===== src/rtl/psas_pkg.sv =====
// Package for the phase-space advection scatter block.
// Holds field widths, register codes, reset values and the controller/datapath structs.
// No dependencies.
package psas_pkg;

	localparam int IDX_W   = 4;
	localparam int MASS_W  = 24;
	localparam int ACC_W   = 24;
	localparam int A2V_W   = 24;
	localparam int ORG_W   = 25;
	localparam int STEP_W  = 24;
	localparam int CELL_W  = 32;
	localparam int LOST_W  = 48;
	localparam int FRAC_W  = 16;
	localparam int APB_DW  = 32;
	localparam int APB_AW  = 4;
	localparam int REG_IW  = APB_AW - 2;

	localparam int POS_CELLS_DEF = 16;
	localparam int VEL_CELLS_DEF = 16;

	localparam logic [REG_IW-1:0] REG_A2V  = 2'd0;
	localparam logic [REG_IW-1:0] REG_ORG  = 2'd1;
	localparam logic [REG_IW-1:0] REG_STEP = 2'd2;

	localparam logic OP_SCATTER = 1'b0;
	localparam logic OP_DRAIN   = 1'b1;

	localparam logic [A2V_W-1:0]         A2V_RST  = 24'd209715;
	localparam logic signed [ORG_W-1:0]  ORG_RST  = -25'sd209715;
	localparam logic [STEP_W-1:0]        STEP_RST = 24'd26214;

	typedef struct packed {
		logic load;
		logic mul_vel;
		logic calc_vel;
		logic mul_pos;
		logic pos_add;
		logic mod_step;
		logic mem_rd;
		logic mem_wr;
		logic lost_upd;
		logic clear;
	} psas_cmd_t;

	typedef struct packed {
		logic op_drain;
		logic lost;
		logic mod_last;
		logic clear_last;
	} psas_sts_t;

endpackage


===== src/rtl/psas_regs.sv =====
// Configuration register file on an APB-style port.
// Holds the velocity factor, velocity origin and velocity step; uses psas_pkg.
module psas_regs
	import psas_pkg::*;
(
	input  logic                     clk,
	input  logic                     arst_n,
	input  logic                     psel,
	input  logic                     penable,
	input  logic                     pwrite,
	input  logic [APB_AW-1:0]        paddr,
	input  logic [APB_DW-1:0]        pwdata,
	output logic [APB_DW-1:0]        prdata,
	output logic                     pready,
	output logic [A2V_W-1:0]         accel_to_vel_cells,
	output logic signed [ORG_W-1:0]  vel_origin_cells,
	output logic [STEP_W-1:0]        vel_step_cells
);

	logic [A2V_W-1:0]        a2v_q;
	logic signed [ORG_W-1:0] org_q;
	logic [STEP_W-1:0]       step_q;
	logic [REG_IW-1:0]       reg_idx;
	logic                    wr_en;

	assign reg_idx = paddr[APB_AW-1:2];
	assign wr_en   = psel & penable & pwrite;
	assign pready  = 1'b1;

	always_ff @(posedge clk or negedge arst_n) begin
		if (!arst_n) begin
			a2v_q  <= A2V_RST;
			org_q  <= ORG_RST;
			step_q <= STEP_RST;
		end else if (wr_en) begin
			case (reg_idx)
				REG_A2V: begin
					a2v_q <= pwdata[A2V_W-1:0];
				end
				REG_ORG: begin
					org_q <= $signed(pwdata[ORG_W-1:0]);
				end
				REG_STEP: begin
					step_q <= pwdata[STEP_W-1:0];
				end
				default: begin
				end
			endcase
		end
	end

	always_comb begin
		case (reg_idx)
			REG_A2V: begin
				prdata = APB_DW'(a2v_q);
			end
			REG_ORG: begin
				prdata = APB_DW'(org_q);
			end
			REG_STEP: begin
				prdata = APB_DW'(step_q);
			end
			default: begin
				prdata = '0;
			end
		endcase
	end

	assign accel_to_vel_cells = a2v_q;
	assign vel_origin_cells   = org_q;
	assign vel_step_cells     = step_q;

endmodule


===== config.mk =====
export PLATFORM = sky130hd
export DESIGN_NAME = psas_regs
export DESIGN_NICKNAME = d
export VERILOG_FILES = /design/src/rtl/psas_pkg.sv /design/src/rtl/psas_regs.sv
export SDC_FILE = /design/constraint.sdc
export NUM_CORES = 1
export LEC_CHECK = 0
export BUFFER_PORTS_ARGS = -buffer_cell sky130_fd_sc_hd__buf_2
export CAP_MARGIN = 20
export CORE_MARGIN = 2
export CORE_UTILIZATION = 45
export DETAILED_ROUTE_END_ITERATION = 7
export PLACE_DENSITY = 0.76
export SLEW_MARGIN = 30
export SYNTH_ARGS = -nofsm -noshare
export SYNTH_HDL_FRONTEND = slang
export SYNTH_SLANG_ARGS = --single-unit
export TNS_END_PERCENT = 30

===== constraint.sdc =====
create_clock -name clk -period 2.13 [get_ports clk]
set_clock_uncertainty 0.05 [all_clocks]
set_input_delay 0.213 -clock clk [delete_from_list [all_inputs] [get_ports clk]]
set_output_delay 0.213 -clock clk [all_outputs]
set_load 0.01 [all_outputs]

==> results.sh <==
export IMPL_status="finished, final reports clean"
export IMPL_worst_endpoint_required_ns=1.87
export IMPL_max_clock_freq_ghz=0.641
export IMPL_fin_setup_tns_ns=0
export IMPL_r2r_setup_slack_ns=1.29
export IMPL_cts_resized=0
export IMPL_yosys_area_top_type="dfrtp_1"
export IMPL_gr_total_overflow=0
export IMPL_maxCapViolations=0
export IMPL_peakVddDrop_v=0.000520
export IMPL_dp_slack_ns=0.402
export IMPL_fin_cells=490
export IMPL_clk_pin_slew_ns=0.08
export IMPL_clockBufferDepth=2
export IMPL_n_antenna_cell=0
export IMPL_core_um2=7610
export IMPL_cts_tree="built"
export IMPL_grt_max_degree=74
export IMPL_cts_made_buffers=9
export IMPL_start_kind="register"
export IMPL_cts_hold_buf=1
export IMPL_num_rows=32
export IMPL_hold_class="in -> reg"
export IMPL_yosys_warnings=0
export IMPL_dieArea_um2=8430
export IMPL_synthTopCellsByArea="dfrtp_1 (28%), dfstp_2 (26%), mux2_2 (17%)"
export IMPL_arrival_ns=1.30
export IMPL_syn_inst=249
export IMPL_ant_nets=0
export IMPL_area_delta_synth_final_pct=29.0
export IMPL_final_fill_count=637
export IMPL_fin_ws_ns=0.570
export IMPL_rsz0062_at_grt="no"
export IMPL_post_cts_buffers=0
export IMPL_syn_area_um2=3470
export IMPL_finalSetupViolations=0
export IMPL_hpwl_um=5380
export IMPL_initial_core_util=0.456
export IMPL_cts_root_buf="clkbuf_8"
export IMPL_grt_pass1_vias=2456
export IMPL_vias_per_cell=4.96
export IMPL_fin_crit_ns=1.56
export IMPL_grt_pass1_wl_um=12900
export IMPL_period_share=0.732
export IMPL_synth_area_per_cell_um2=13.9
export IMPL_startpoint="accel_to_vel_cells[4]$_DFFE_PN1P_"
export IMPL_wire_per_inst_um=16.2
export IMPL_path_max_fanout=3
export IMPL_drtPass1Iterations=4
export IMPL_reg2reg_depth=1
export IMPL_totalPowerFinal_mw=4.72
export IMPL_power_internal_mw=3.37
export IMPL_port_buffers=136
export IMPL_r2r_end="accel_to_vel_cells[6]$_DFFE_PN0P_"
export IMPL_via_count=2428
export IMPL_drtIter0Drc=39
export IMPL_die_w_um=91.8
export IMPL_cp_endpoint="prdata[4]"
export IMPL_gp_congestion=0.711
export IMPL_ys_types=20
export IMPL_netlist_area_leader_share=0.281
export IMPL_antenna_found_initial=0
export IMPL_synth_fp_nets=290
export IMPL_clkPwrFrac=0.290
export IMPL_nets=424
export IMPL_cellLeakagePower_nw=2.25
export IMPL_power_frac_comb=0.272
export IMPL_r2r_start="accel_to_vel_cells[6]$_DFFE_PN0P_"
export IMPL_drv_slew=0
export IMPL_drive_gt1_frac=0.704
export IMPL_fp_dieH_um=91.8
export IMPL_swShare=0.286
export IMPL_endpoint_kind="primary output"
export IMPL_p_seq_frac=0.439
export IMPL_p_per_area_nw_per_um2=1060
export IMPL_p_sw_mw=1.35
export IMPL_dpl_cell_count=473
export IMPL_grt_usage=0.195
export IMPL_synth_seq_cells=73
export IMPL_utilization=0.588
export IMPL_worst_skew_pair_late_latency_ns=0.33
export IMPL_hold_violations=0
export IMPL_drc_errors=0
export IMPL_ioPinCount=147
export IMPL_critical_path_class="reg -> out"
export IMPL_routed_wl_um=7910
export IMPL_htree_levels=3
export IMPL_clock_sinks=73
export IMPL_synth_seq_area_share=0.539
==> final cells by class <==
| cell class | instances | area, um2 | share of cell area |
|---|---|---|---|
| clock buffer | 12 | 165 | 0.0369 |
| clock inverter | 4 | 97.6 | 0.0218 |
| multi-input combinational | 152 | 1420 | 0.318 |
| sequential | 73 | 1870 | 0.418 |
| tap | 102 | 128 | 0.0285 |
| timing repair buffer | 147 | 791 | 0.177 |
==> critical path, stage by stage, from the launching register on <==
cell and delay [ns]:
dfstp_2 0.54, mux2i_1 0.06, o21ai_0 0.20, buf_2 0.17
==> routing by layer <==
metal,share of wire,track usage,vias up
met5,0,0,-
met4,0.0061,0.0373,0
met3,0.058,0.0509,5
met2,0.48,0.324,82
met1,0.45,0.261,1212
li1,-,-,1129
==> Yosys cell counts, drive strengths merged <==
cell,instances
o21ai,24
dfstp,34
nor3,1
nor2b,1
conb,1
dfrtp,39
mux2,73
nor3b,1
or3b,1
nand2,24
clkbuf,3
and3b,1
buf,21
nand3,1
mux2i,24
==> sequential cells by signal (all words and copies together) (netlist names) <==
register and count:
vel_origin_cells 25, accel_to_vel_cells 24, vel_step_cells 24
==> logic make-up after synthesis <==
family / after synthesis / share of synthesized area
other: 1 / 0.00108
AOI/OAI and AO/OA: 24 / 0.0346
DFF: 73 / 0.539
muxes: 97 / 0.328
and+or+nand+nor: 30 / 0.0440
buffers and inverters: 24 / 0.0534
==> stage by stage <==
stage,hold slack (ns),cell area [um2]
CTS,0.0512,4470
floorplan,-0.133,3470
finish,0.0658,4470
global route,0.0484,4470
global placement,0.220,4200
detailed placement,0.221,4200
==> power by group through the flow <==
stage                     Clock (mW)  Combinational [mW]  Sequential (mW)
after detailed placement           0                1.30             2.09
after global placement             0                1.27             2.07
after floorplan                    0               0.572             2.22
final                           1.37                1.28             2.07
after CTS                       1.40                1.30             2.07
after global routing            1.47                1.39             2.13
==> cells in the final DEF (no fill, tap or decap), drive strengths merged <==
cell type and count:
buf 146, mux2 73, dfrtp 39, dfstp 34
mux2i 24, nand2 24, o21ai 24, clkbuf 12
bufinv 3, nor2b 1, and3b 1, nand3 1
nor3 1, nor3b 1, or3b 1, conb 1
clkinvlp 1, dlygate4sd3 1
==> worst min-delay path by stage <==
| stage | end | from | depth (start not counted) |
|---|---|---|---|
| 2_1_floorplan | accel_to_vel_cells[10]$_DFFE_PN0P_ | arst_n | 0 |
| 3_3_place_gp | vel_origin_cells[13]$_DFFE_PN0P_ | arst_n | 2 |
| 3_5_place_dp | vel_origin_cells[13]$_DFFE_PN0P_ | arst_n | 2 |
| 4_1_cts | vel_origin_cells[24]$_DFFE_PN1P_ | pwdata[24] | 2 |
| 5_1_grt | vel_origin_cells[24]$_DFFE_PN1P_ | pwdata[24] | 2 |
| 6_report | vel_origin_cells[24]$_DFFE_PN1P_ | pwdata[24] | 2 |
(Power assumes the default switching activity.)
