`src/rtl/psas_pkg.sv`:
```
// Package for the phase-space advection scatter block.
// Holds field widths, register codes, reset values and the controller/datapath structs.
// No dependencies.
package psas_pkg;

	localparam int IDX_W   = 4;
	localparam int MASS_W  = 24;
	localparam int ACC_W   = 24;
	localparam int A2V_W   = 24;
	localparam int ORG_W   = 25;
	localparam int STEP_W  = 24;
	localparam int CELL_W  = 32;
	localparam int LOST_W  = 48;
	localparam int FRAC_W  = 16;
	localparam int APB_DW  = 32;
	localparam int APB_AW  = 4;
	localparam int REG_IW  = APB_AW - 2;

	localparam int POS_CELLS_DEF = 16;
	localparam int VEL_CELLS_DEF = 16;

	localparam logic [REG_IW-1:0] REG_A2V  = 2'd0;
	localparam logic [REG_IW-1:0] REG_ORG  = 2'd1;
	localparam logic [REG_IW-1:0] REG_STEP = 2'd2;

	localparam logic OP_SCATTER = 1'b0;
	localparam logic OP_DRAIN   = 1'b1;

	localparam logic [A2V_W-1:0]         A2V_RST  = 24'd209715;
	localparam logic signed [ORG_W-1:0]  ORG_RST  = -25'sd209715;
	localparam logic [STEP_W-1:0]        STEP_RST = 24'd26214;

	typedef struct packed {
		logic load;
		logic mul_vel;
		logic calc_vel;
		logic mul_pos;
		logic pos_add;
		logic mod_step;
		logic mem_rd;
		logic mem_wr;
		logic lost_upd;
		logic clear;
	} psas_cmd_t;

	typedef struct packed {
		logic op_drain;
		logic lost;
		logic mod_last;
		logic clear_last;
	} psas_sts_t;

endpackage

```
`src/rtl/psas_ctrl.sv`:
```
// Controller state machine for the advection scatter block.
// Sequences the datapath by command struct and reads its status; uses psas_pkg.
module psas_ctrl
	import psas_pkg::*;
(
	input  logic      clk,
	input  logic      arst_n,
	input  logic      start,
	input  psas_sts_t sts,
	output psas_cmd_t cmd,
	output logic      busy
);

	typedef enum logic [9:0] {
		ST_IDLE  = 10'b0000000001,
		ST_CLEAR = 10'b0000000010,
		ST_MULV  = 10'b0000000100,
		ST_VEL   = 10'b0000001000,
		ST_CHK   = 10'b0000010000,
		ST_PADD  = 10'b0000100000,
		ST_MOD   = 10'b0001000000,
		ST_RD    = 10'b0010000000,
		ST_WR    = 10'b0100000000,
		ST_LOST  = 10'b1000000000
	} state_t;

	state_t state_q;
	state_t state_d;

	always_ff @(posedge clk or negedge arst_n) begin
		if (!arst_n) begin
			state_q <= ST_CLEAR;
		end else begin
			state_q <= state_d;
		end
	end

	always_comb begin
		state_d = state_q;
		cmd     = '0;
		case (state_q)
			ST_CLEAR: begin
				cmd.clear = 1'b1;
				if (sts.clear_last) begin
					state_d = ST_IDLE;
				end
			end
			ST_IDLE: begin
				if (start) begin
					cmd.load = 1'b1;
					state_d  = ST_MULV;
				end
			end
			ST_MULV: begin
				cmd.mul_vel = 1'b1;
				state_d     = sts.op_drain ? ST_RD : ST_VEL;
			end
			ST_VEL: begin
				cmd.calc_vel = 1'b1;
				state_d      = ST_CHK;
			end
			ST_CHK: begin
				if (sts.lost) begin
					state_d = ST_LOST;
				end else begin
					cmd.mul_pos = 1'b1;
					state_d     = ST_PADD;
				end
			end
			ST_PADD: begin
				cmd.pos_add = 1'b1;
				state_d     = ST_MOD;
			end
			ST_MOD: begin
				cmd.mod_step = 1'b1;
				if (sts.mod_last) begin
					state_d = ST_RD;
				end
			end
			ST_RD: begin
				cmd.mem_rd = 1'b1;
				state_d    = ST_WR;
			end
			ST_WR: begin
				cmd.mem_wr = 1'b1;
				state_d    = ST_IDLE;
			end
			ST_LOST: begin
				cmd.lost_upd = 1'b1;
				state_d      = ST_IDLE;
			end
			default: begin
				state_d = ST_IDLE;
			end
		endcase
	end

	assign busy = (state_q != ST_IDLE);

endmodule

```
`config.mk`:
```
export PLATFORM = sky130hd
export DESIGN_NAME = psas_ctrl
export DESIGN_NICKNAME = d
export VERILOG_FILES = /design/src/rtl/psas_pkg.sv /design/src/rtl/psas_ctrl.sv
export SDC_FILE = /design/constraint.sdc
export NUM_CORES = 1
export LEC_CHECK = 0
export BUFFER_PORTS_ARGS = -buffer_cell sky130_fd_sc_hd__buf_2
export CAP_MARGIN = 5
export CORE_UTILIZATION = 49
export DETAILED_ROUTE_END_ITERATION = 12
export GPL_TIMING_DRIVEN = 0
export PLACE_DENSITY = 0.86
export SLEW_MARGIN = 40
export SYNTH_ARGS = -nofsm -noshare
export SYNTH_HDL_FRONTEND = slang
export SYNTH_SLANG_ARGS = --single-unit
```
`constraint.sdc`:
```
create_clock -name clk -period 1.55 [get_ports clk]
set_input_delay 0.31 -clock clk [delete_from_list [all_inputs] [get_ports clk]]
set_output_delay 0.31 -clock clk [all_outputs]
set_load 0.02 [all_outputs]
```
==> metrics.txt, run 1 <==
# rows=12; post-synthesis async set-or-reset flop share=1.00; hpwl dp=993 um; Cells after Synth=60; input/output buffers=17; CTS max path bufs=2; Mapped Avg Cell Area=between 10 and 15 um^2; top_reg_cell synth=dfrtp_1; clk sinks=10; status=did not finish; die height=roughly 38 um; EDFF count, synth=0; Initial Utilization=0.553; CTS root buffer=clkbuf_4; DP Cell Count=91; Last stage=5_1_grt; Synthesized Nets=67; Cell variety after synth=35; Worst Endpoint after GRT Repair=cmd[5]; # IOs=18; Synth warnings=0; Run Error=[ERROR DPL-0038] Utilization greater than 100%, impossible to legalize; H-tree levels=1; Die Wd=38.1 um; GP Congestion=0.792; pin count of the biggest net entering global routing=11; Post-Synthesis Cell Area=about 640 um^2; Seq/Total Area, Yosys=0.393; flops & latches, synth=10; Worst End Pin Type=top-level output; Num CTS Buffers=3; Cell Area, Placed=around 810 um^2
[timing repair]
item                                   CTS
pin swaps                               16
hold buffers                             1
endpoints found under the hold margin    9
setup buffers                           19
resized for setup                       34
cloned                                   0
setup endpoints to repair               11
[cells in the mapped netlist, types with 2 or more instances]
master / n / share of area
nor3_1: 2 / 0.016
nand3_1: 2 / 0.016
nor2_1: 3 / 0.018
nor2b_1: 2 / 0.020
nand2b_1: 3 / 0.029
nor3b_1: 6 / 0.070
nor4_1: 2 / 0.020
dfrtp_1: 9 / 0.35
and4b_1: 2 / 0.031
nor2_4: 3 / 0.053
nor4b_1: 2 / 0.027
[cells by family after synthesis]
family                    count (synthesis)  synth area share
buffers and inverters                     4            0.0430
and+or+nand+nor                          39             0.479
xor gates and xnor gates                  1            0.0137
AOI/OAI and AO/OA                         6            0.0705
DFF                                      10             0.393
[through the flow]
| step | worst slack (ps) | hold slack, ps |
|---|---|---|
| after floorplan | -49.3 | 14.4 |
| after global placement | -205 | 184 |
| after detailed placement | -258 | 186 |
| after CTS | -342 | 172 |
==> run 2: changes to the inputs <==
--- a/config.mk
+++ b/config.mk
@@ -7,10 +7,11 @@
 export LEC_CHECK = 0
 export BUFFER_PORTS_ARGS = -buffer_cell sky130_fd_sc_hd__buf_2
 export CAP_MARGIN = 5
-export CORE_UTILIZATION = 49
+export CORE_AREA = 2 2 63 65
 export DETAILED_ROUTE_END_ITERATION = 12
+export DIE_AREA = 0 0 65 67
 export GPL_TIMING_DRIVEN = 0
-export PLACE_DENSITY = 0.86
+export PLACE_DENSITY_LB_ADDON = 0.15
 export SLEW_MARGIN = 40
 export SYNTH_ARGS = -nofsm -noshare
 export SYNTH_HDL_FRONTEND = slang
==> run 2 against run 1 <==
Net effect: the flow now finishes, with violations (setup timing); synthesized cell count unchanged; area after synthesis unchanged.
==> metrics.txt, run 2 <==
status=finished, violations left; violated checks=setup timing; Largest regs=state_q: 10 flops; Setup CP Type=reg -> out; nets=112; Final Skew=approximately 2.2 ps; Tightest Pin Transition=291 ps; top_reg_cell synth=dfrtp_1; vias in the first global route=between 600 and 700; most frequent cells in the layout=buf_4, buf_6, buf_2, dfrtp_2; most common cell after layout, fill and taps aside=buf_4; CP bufs+invs=2; CORE AREA=between 0.003 and 0.004 mm^2; Mapped Avg Cell Area=10.7 um^2 (unchanged); total grt overflow=0; Synthesized Nets=67 (unchanged); clock power share=0.209; clk sinks=10 (unchanged); Cells after Synth=60 (unchanged); fmax=550 MHz; CTS max path bufs=2 (unchanged); CP Launch Type=flip-flop; die height=67 um (+76%); Final WS setup=-268 ps; ANT nets after route=0; period utilisation layout=1.17; Hold Crit Depth=2; hpwl dp=1220 um (+22%); final setup violation count=11; flops & latches, synth=10 (unchanged); Worst Path Arrival=between 1500 and 2000 ps; worst min-delay path class=in -> reg; HP Start=sts[0]; Vias per Instance=around 4.3; Reg power frac=0.215; Worst Path Max Fanout=4; Critical R2R Capture=state_q[0]$_DFFE_PN0P_; CTS tree=done; slowest cell on the critical path=dfrtp_2; EDFF count, synth=0 (unchanged); input/output buffers=17 (unchanged); number of diodes=0; drt pass-1 iters=4; Finished Layout Cells=~150; Cell Area, Placed=852 um^2 (+5.3%); pin count of the biggest net entering global routing=11; flop-to-flop setup slack=70 ps; Final Util=0.362; CTS root buffer=clkbuf_8; dominant cell type by area after synthesis=dfrtp_1; worst skew pair latency=about 240 ps; most common library cells after synthesis=dfrtp_1, nor3b_1, nand2b_1, nor2_1, nor2_4; synthesis-to-layout area growth=104%; power per cell area=between 1000 and 1500 mW/mm^2; DRC Markers=0; Worst VDD drop=0.000413 V; Iter 0 DRT Violations=4; # IOs=18 (unchanged); DP Cell Count=125 (+37%); # rows=22 (+10); Final Hold Violating Endpoints=0; DR vias=652; Combinational Power Share=0.576; Initial Utilization=0.177 (-0.376); CP max stage delay=~460 ps; FILL cells=358; Seq/Total Area, Yosys=0.393 (unchanged); All-Layer GR Usage=0.0973; Cell Chain, Critical Path=buf_12 > nor4b_4 > nor3b_4 > buf_6; H-tree levels=1 (unchanged); Die Wd=65 um (+71%); Synth area leaders=dfrtp_1, nor3b_1, nor2_4; RR Startpoint=state_q[0]$_DFFE_PN0P_; switching part of the total power=0.379; Tmin final=~1800 ps; GP Congestion=0.722 (-8.9%); Worst Setup End Kind=primary output; Synth warnings=0 (unchanged); most frequent cell after synthesis=dfrtp_1; Slew HR=0.805; P_sw=0.621 mW; Pint=1.02 mW; pre-CTS WS=-278 ps (-20.3 ps); r2r worst-path depth=7; Largest register FFs=10; maxcap violations=0; RSZ-0062 raised after global routing=yes; share of cells above drive strength 1=0.760; clock transition at the registers of the reported paths=roughly 50 ps; Die ar.=~0.0044 mm^2; Num CTS Buffers=3 (unchanged); initial antenna violation count=0; WL/cell=roughly 13 um; largest reg by FF count=state_q; Post-Synthesis Cell Area=639 um^2 (unchanged); setup TNS=-2540 ps; DRT Wirelength=roughly 1900 um; final instance area=about 0.0013 mm^2; post-synthesis async set-or-reset flop share=1.00 (unchanged); worst path required time=between 1000 and 1500 ps; Crit path max-delay family=simple AND/OR/NAND/NOR gates; global-route wire length before repair=approximately 3200 um; Final Max Tran Viols=0; P_leak=0.556 nW; post-synth top area share=0.352 (unchanged); Cell variety after synth=35 (unchanged); hold worst-path end=state_q[1]$_DFFE_PN1P_
## run 2: cell counts after synthesis
Identical to the previous run, type by type.
## run 2: power groups by stage
stage | Combinational (mW) | Sequential [mW] | Clock, mW
after floorplan | 0.404 | 0.349 | 0
after global placement | 0.516 | 0.360 | 0
after detailed placement | 0.522 | 0.363 | 0
after CTS | 0.859 | 0.352 | 0.350
after global routing | 1.02 | 0.357 | 0.365
final | 0.945 | 0.352 | 0.342
## run 2: what timing repair did
item / CTS / global route
buffers inserted: 19 / 5
hold buffers: 1 / 0
cloned: 0 / 0
endpoints found under the setup margin: 11 / 12
gates resized for setup: 40 / 10
hold endpoints to repair: 9 / 0
pin swaps: 13 / 7
## run 2: worst register-to-register path, cell delays in order, from the launching register on
cell and delay [ps]:
dfrtp_1 400, nor4_4 260, buf_6 170, buf_4 120
nand4_4 90, buf_6 140, o32ai_2 120, nor3_2 60
## run 2: metal layers
layer / routed length (um) / vias to the layer above / GRT usage
met5: 0 / - / 0
met3: 45 / 4 / 0.00507
li1: - / 317 / -
met4: 34 / 0 / 0.0559
met2: 1000 / 12 / 0.165
met1: 818 / 319 / 0.123
## run 2: worst max path at each step
stage,cells after the start,start,to,slack (ps)
after floorplan,3,state_q[3]$_DFFE_PN0P_,cmd[3],-50
after global placement,4,state_q[3]$_DFFE_PN0P_,cmd[3],-260
after detailed placement,5,state_q[9]$_DFFE_PN0P_,cmd[9],-280
after CTS,5,state_q[3]$_DFFE_PN0P_,cmd[1],-310
after global routing,5,state_q[0]$_DFFE_PN0P_,cmd[2],-340
final,4,state_q[7]$_DFFE_PN0P_,cmd[6],-270
## run 2: per-stage QoR
step	total power, mW	hold slack (ps)
finish	1.64	207
global route	1.74	205
CTS	1.56	224
detailed placement	0.885	193
global placement	0.876	191
floorplan	0.753	14.4
## run 2: cell families after synthesis
logic type	synth area share
AND/OR/NAND/NOR	0.479
flip-flops	0.393
XOR/XNOR	0.0137
buffers and inverters	0.0430
AO/OA/AOI/OAI	0.0705
## run 2: final cells by class
class                   count  area [um^2]  area share
well taps                  48         60.1      0.0460
inverters                   1         3.75     0.00287
repair buffers             41          369       0.283
clock buffers               4         55.1      0.0421
multi-input cells          46          543       0.416
plain buffers               2         16.3      0.0125
flip-flops and latches     10          259       0.198
(Power assumes the default switching activity.)
==> run 3: changes to the inputs <==
--- a/config.mk
+++ b/config.mk
@@ -12,7 +12,9 @@
 export DIE_AREA = 0 0 65 67
 export GPL_TIMING_DRIVEN = 0
 export PLACE_DENSITY_LB_ADDON = 0.15
+export SETUP_SLACK_MARGIN = 0.5
 export SLEW_MARGIN = 40
 export SYNTH_ARGS = -nofsm -noshare
 export SYNTH_HDL_FRONTEND = slang
 export SYNTH_SLANG_ARGS = --single-unit
+export TNS_END_PERCENT = 50
==> run 3 against run 2 <==
Net effect: the flow still finishes with violations (setup timing); critical path depth up 1; final area down 1.7%; sequential share of layout area up 0.45 points; critical path type unchanged; largest cell class unchanged; largest power group unchanged; highest routed layer unchanged.
==> metrics.txt, run 3 (synthesized netlist as in run 2, its figures left out) <==
status=finished, violations left; violated checks=setup timing; worst min-delay path class=in -> reg; Final Util=0.356 (-0.00625); global-route wire length before repair=2960 um (-6.3%); CTS max path bufs=2 (unchanged); Slew HR=0.813 (+0.00793); Final Max Tran Viols=0 (unchanged); P_leak=0.545 nW (-2.0%); DRC Markers=0 (unchanged); Num CTS Buffers=3 (unchanged); input/output buffers=17 (unchanged); vias in the first global route=629 (-7.2%); Largest regs=state_q: 10 flops; Worst Path Max Fanout=5 (+1); Tmin final=1830 ps (+7.14 ps); total grt overflow=0 (unchanged); All-Layer GR Usage=0.0902 (-0.00716); # IOs=18 (unchanged); CP bufs+invs=3 (+1); Initial Utilization=0.177 (unchanged); most used cell, CP=buf_6; Die ar.=0.00436 mm^2 (unchanged); drt pass-1 iters=2 (-2); CTS tree=done; Final Skew=1.90 ps (-0.267 ps); final instance area=0.00128 mm^2 (-1.7%); die height=67 um (unchanged); period utilisation layout=1.18 (+0.00461); CORE AREA=0.00361 mm^2 (unchanged); synthesis-to-layout area growth=101%; Worst VDD drop=0.000554 V (+34%); CP max stage delay=400 ps (-60 ps); DRT Wirelength=1810 um (-5.0%); share of cells above drive strength 1=0.750 (-0.00962); DP Cell Count=125 (unchanged); slowest cell on the critical path=dfrtp_1; GP Congestion=0.698 (-3.3%); pin count of the biggest net entering global routing=11 (unchanged); worst hold slack=227 ps (+19.8 ps); most common cell after layout, fill and taps aside=buf_4; # rows=22 (unchanged); final setup violation count=11 (unchanged); WL/cell=11.9 um (-5.0%); Hold Crit Depth=2 (unchanged); Final Hold Violating Endpoints=0 (unchanged); worst skew pair latency=230 ps (about the same); Crit path max-delay family=simple AND/OR/NAND/NOR gates; DR vias=646 (-0.92%); Iter 0 DRT Violations=7 (+3); clock transition at the registers of the reported paths=50 ps (about the same); clk sinks=10 (unchanged); Cell Chain, Critical Path=nor4_4 > buf_6 > buf_4 > and3_4 > buf_6; power per cell area=1210 mW/mm^2 (-3.8%); Cell Area, Placed=860 um^2 (+0.88%); CP Launch Type=flip-flop; fmax=548 MHz (-0.39%); number of diodes=0 (unchanged); worst path required time=1240 ps (about the same); maxcap violations=0 (unchanged); H-tree levels=1 (unchanged); Tightest Pin Transition=279 ps (-11.5 ps); Die Wd=65 um (unchanged); Setup CP Type=reg -> out; Stages on worst setup path=5 (+1); largest reg by FF count=state_q; initial antenna violation count=0 (unchanged); nets=112 (unchanged); Worst Path Arrival=1520 ps (about the same); Vias per Instance=4.25 (-0.92%); hpwl dp=1160 um (-4.3%); Finished Layout Cells=152 (unchanged); ANT nets after route=0 (unchanged); Final WS setup=-275 ps (-7.14 ps); pre-CTS WS=-263 ps (+14.8 ps); Worst Setup End Kind=primary output; setup TNS=-2470 ps (+72.4 ps); Power Total=1.55 mW (-5.4%); most frequent cells in the layout=buf_4, buf_6, buf_2, dfrtp_2; r2r worst-path depth=6 (-1); Largest register FFs=10 (unchanged); FILL cells=362 (+1.1%); CTS root buffer=clkbuf_8; RSZ-0062 raised after global routing=yes
-- run 3: area by class of cell --
| type | count | area, um^2 | area share |
|---|---|---|---|
| well taps | 48 | 60.1 | 0.0468 |
| repair buffers | 40 | 350 | 0.273 |
| clock buffers | 4 | 55.1 | 0.0429 |
| plain buffers | 3 | 23.8 | 0.0185 |
| inverters | 1 | 3.75 | 0.00292 |
| multi-input cells | 46 | 531 | 0.413 |
| flip-flops and latches | 10 | 260 | 0.203 |
-- run 3: routing by layer --
| metal | track usage | up-vias | part of all wire |
|---|---|---|---|
| li1 | - | 314 | - |
| met1 | 0.115 | 316 | 0.43 |
| met2 | 0.143 | 12 | 0.53 |
| met3 | 0.00507 | 4 | 0.017 |
| met4 | 0.0665 | 0 | 0.027 |
| met5 | 0 | - | 0 |
-- run 3: power breakdown --
group	internal, mW	switching (mW)	leakage [nW]
Combinational	0.434	0.425	0.395
Clock	0.223	0.103	0.0288
Sequential	0.300	0.0635	0.120
Total	0.958	0.592	0.545
-- run 3: final timing paths --
| path | startpoint | end | slack [ps] |
|---|---|---|---|
| setup / recovery | state_q[0]$_DFFE_PN0P_ | cmd[5] | -280 |
| hold / removal | sts[0] | state_q[1]$_DFFE_PN1P_ | 230 |
| setup reg to reg | state_q[5]$_DFFE_PN0P_ | state_q[0]$_DFFE_PN0P_ | 80 |
| hold reg to reg | state_q[5]$_DFFE_PN0P_ | state_q[5]$_DFFE_PN0P_ | 650 |
| max in group asynchronous | arst_n | state_q[1]$_DFFE_PN1P_ | 830 |
| min in group asynchronous | arst_n | state_q[3]$_DFFE_PN0P_ | 470 |
-- run 3: timing repair --
action                                  in CTS  in global routing
endpoints found under the setup margin      21                 21
buffers inserted                            15                  7
hold endpoints to repair                     9                  0
resized for setup                           33                 12
hold buffers                                 1                  0
pin swaps                                   14                 12
-- run 3: worst reg2reg max path: stages (launching register included) --
cell     delay [ps]
dfrtp_2         440
nor2_4          160
buf_6           150
nand4_1         150
buf_4           180
nor3_4          210
nor3_2           50
==> run 4: changes to the inputs <==
--- a/config.mk
+++ b/config.mk
@@ -11,7 +11,7 @@
 export DETAILED_ROUTE_END_ITERATION = 12
 export DIE_AREA = 0 0 65 67
 export GPL_TIMING_DRIVEN = 0
-export PLACE_DENSITY_LB_ADDON = 0.15
+export PLACE_DENSITY_LB_ADDON = 0.08
 export SETUP_SLACK_MARGIN = 0.5
 export SLEW_MARGIN = 40
 export SYNTH_ARGS = -nofsm -noshare
==> run 4 against run 3 <==
Net effect: critical endpoint is now cmd[6]; global-route usage up 0.47 points; register-to-register slack worse by 60 ps; largest power group unchanged; utilization fell by 1.2 points; the flow still finishes with violations (setup timing); cell count down 2.6%; via count shrank 3.9%; first-iteration DRC count unchanged; clock skew about the same.
==> metrics.txt, run 4 (synthesized netlist as in run 2, its figures left out) <==
status=finished, violations left; violated checks=setup timing; WL met3=91 um (+200%); Worst VDD drop=0.000405 V (-27%); Tightest Pin Transition=356 ps (+76.5 ps); largest reg by FF count=state_q; Final Max Tran Viols=0 (unchanged); worst hold slack=232 ps (+5.48 ps); P_leak=0.519 nW (-4.7%); Num CTS Buffers=3 (unchanged); Pint=0.909 mW (-5.2%); die height=67 um (unchanged); WL met1=905 um (+16%); synthesis-to-layout area growth=93.7%; initial antenna violation count=0 (unchanged); Worst Path Arrival=1500 ps (-20 ps); DRC Markers=0 (unchanged); input/output buffers=17 (unchanged); DP Cell Count=125 (unchanged); RSZ-0062 raised after global routing=yes; flop-to-flop setup slack=20 ps (-60 ps); Final WS setup=-261 ps (+14.5 ps); CP Launch Type=flip-flop; pin count of the biggest net entering global routing=11 (unchanged); Max Used Layer=met4; FILL cells=368 (+1.7%); Setup CP Type=reg -> out; Finished Layout Cells=148 (-2.6%); total grt overflow=0 (unchanged); nets=108 (-3.6%); worst min-delay path class=in -> reg; Die Wd=65 um (unchanged); clock transition at the registers of the reported paths=50 ps (about the same); Reg power frac=0.244 (+0.009); power per cell area=1190 mW/mm^2 (-1.4%); Worst Path Max Fanout=4 (-1); maxcap violations=0 (unchanged); DR WL met2=798 um (-16%); fmax=552 MHz (+0.80%); CTS max path bufs=2 (unchanged); Iter 0 DRT Violations=7 (unchanged); CTS tree=done; clock power share=0.190 (-0.021); Worst Setup End Kind=primary output; WL/cell=12.3 um (+3.8%); CORE AREA=0.00361 mm^2 (unchanged); Multi-input gate area=528 um^2 (-0.47%); H-tree levels=1 (unchanged); most common cell after layout, fill and taps aside=buf_4; share of cells above drive strength 1=0.710 (-0.0400); most frequent cells in the layout=buf_4, buf_6, buf_2, dfrtp_2, nor3b_4; Slew HR=0.761 (-0.0523); Tmin final=1810 ps (-14.5 ps); worst skew pair latency=230 ps (about the same); CTS root buffer=clkbuf_8; drt pass-1 iters=4 (+2); Largest regs=state_q: 10 flops; Reg area=259 um^2 (-0.48%); ANT nets after route=0 (unchanged); Vias per Instance=4.20 (-1.3%); All-Layer GR Usage=0.0948 (+0.00465); DR vias=621 (-3.9%); Final Skew=2.38 ps (+0.479 ps); vias in the first global route=617 (-1.9%); final setup violation count=11 (unchanged); switching part of the total power=0.384 (+0.00184); clk sinks=10 (unchanged); worst path required time=1240 ps (about the same); Die ar.=0.00436 mm^2 (unchanged); number of diodes=0 (unchanged); # rows=22 (unchanged); Initial Utilization=0.177 (unchanged); P_sw=0.565 mW (-4.4%); period utilisation layout=1.17 (-0.00936); hpwl dp=1190 um (+1.8%); # IOs=18 (unchanged); Final Hold Violating Endpoints=0 (unchanged); GP Congestion=0.727 (+4.3%); Largest register FFs=10 (unchanged); Combinational Power Share=0.566 (+0.012); global-route wire length before repair=3010 um (+1.6%); DRT Wirelength=1830 um (+1.1%)
## run 4: power groups by stage
stage	Sequential, mW	Combinational, mW	Clock (mW)
final	0.360	0.834	0.280
after global routing	0.366	0.901	0.303
after CTS	0.361	0.764	0.293
after detailed placement	0.362	0.522	0
after global placement	0.362	0.523	0
after floorplan	0.349	0.412	0
## run 4: critical path, cell delays in order, from the launching register on
cell and delay [ps]:
dfrtp_2 440, buf_12 140, nor4b_4 310, nor3b_4 240, buf_6 140
## run 4: repair_timing
item	CTS	global route
endpoints found under the hold margin	9	0
pin swaps	10	10
hold buffers	1	0
setup endpoints to repair	21	21
setup buffers	15	3
resized for setup	31	12
## run 4: final timing paths
| path | startpoint | endpoint | cells past startpoint |
|---|---|---|---|
| setup / recovery | state_q[7]$_DFFE_PN0P_ | cmd[6] | 4 |
| min in group asynchronous | arst_n | state_q[6]$_DFFE_PN0P_ | 2 |
| hold / removal | sts[0] | state_q[1]$_DFFE_PN1P_ | 2 |
| hold reg to reg | state_q[6]$_DFFE_PN0P_ | state_q[8]$_DFFE_PN0P_ | 3 |
| setup reg to reg | state_q[7]$_DFFE_PN0P_ | state_q[0]$_DFFE_PN0P_ | 7 |
| max in group asynchronous | arst_n | state_q[1]$_DFFE_PN1P_ | 2 |
## run 4: metal layers
metal / track usage / up-vias
met4: 0.0745 / 0
li1: - / 307
met1: 0.126 / 296
met5: 0 / -
met3: 0.0186 / 4
met2: 0.133 / 14
## run 4: metrics by stage
step / setup WS (ps) / setup TNS, ps / instance area (um^2) / total power, mW / util
finish: -261 / -2350 / 1240 / 1.47 / 0.344
global route: -328 / -3190 / 1240 / 1.57 / 0.344
CTS: -296 / -2730 / 1160 / 1.42 / 0.323
detailed placement: -248 / -1690 / 860 / 0.884 / 0.238
global placement: -260 / -1690 / 860 / 0.884 / 0.238
floorplan: -48.0 / -177 / 714 / 0.761 / -
## run 4: layout make-up
class,count,share of cell area
Buffer,3,0.0192
Inverter,1,0.00303
Timing Repair Buffer,36,0.258
Tap cell,48,0.0485
Clock buffer,4,0.0364
Multi-Input combinational cell,46,0.426
Sequential cell,10,0.209
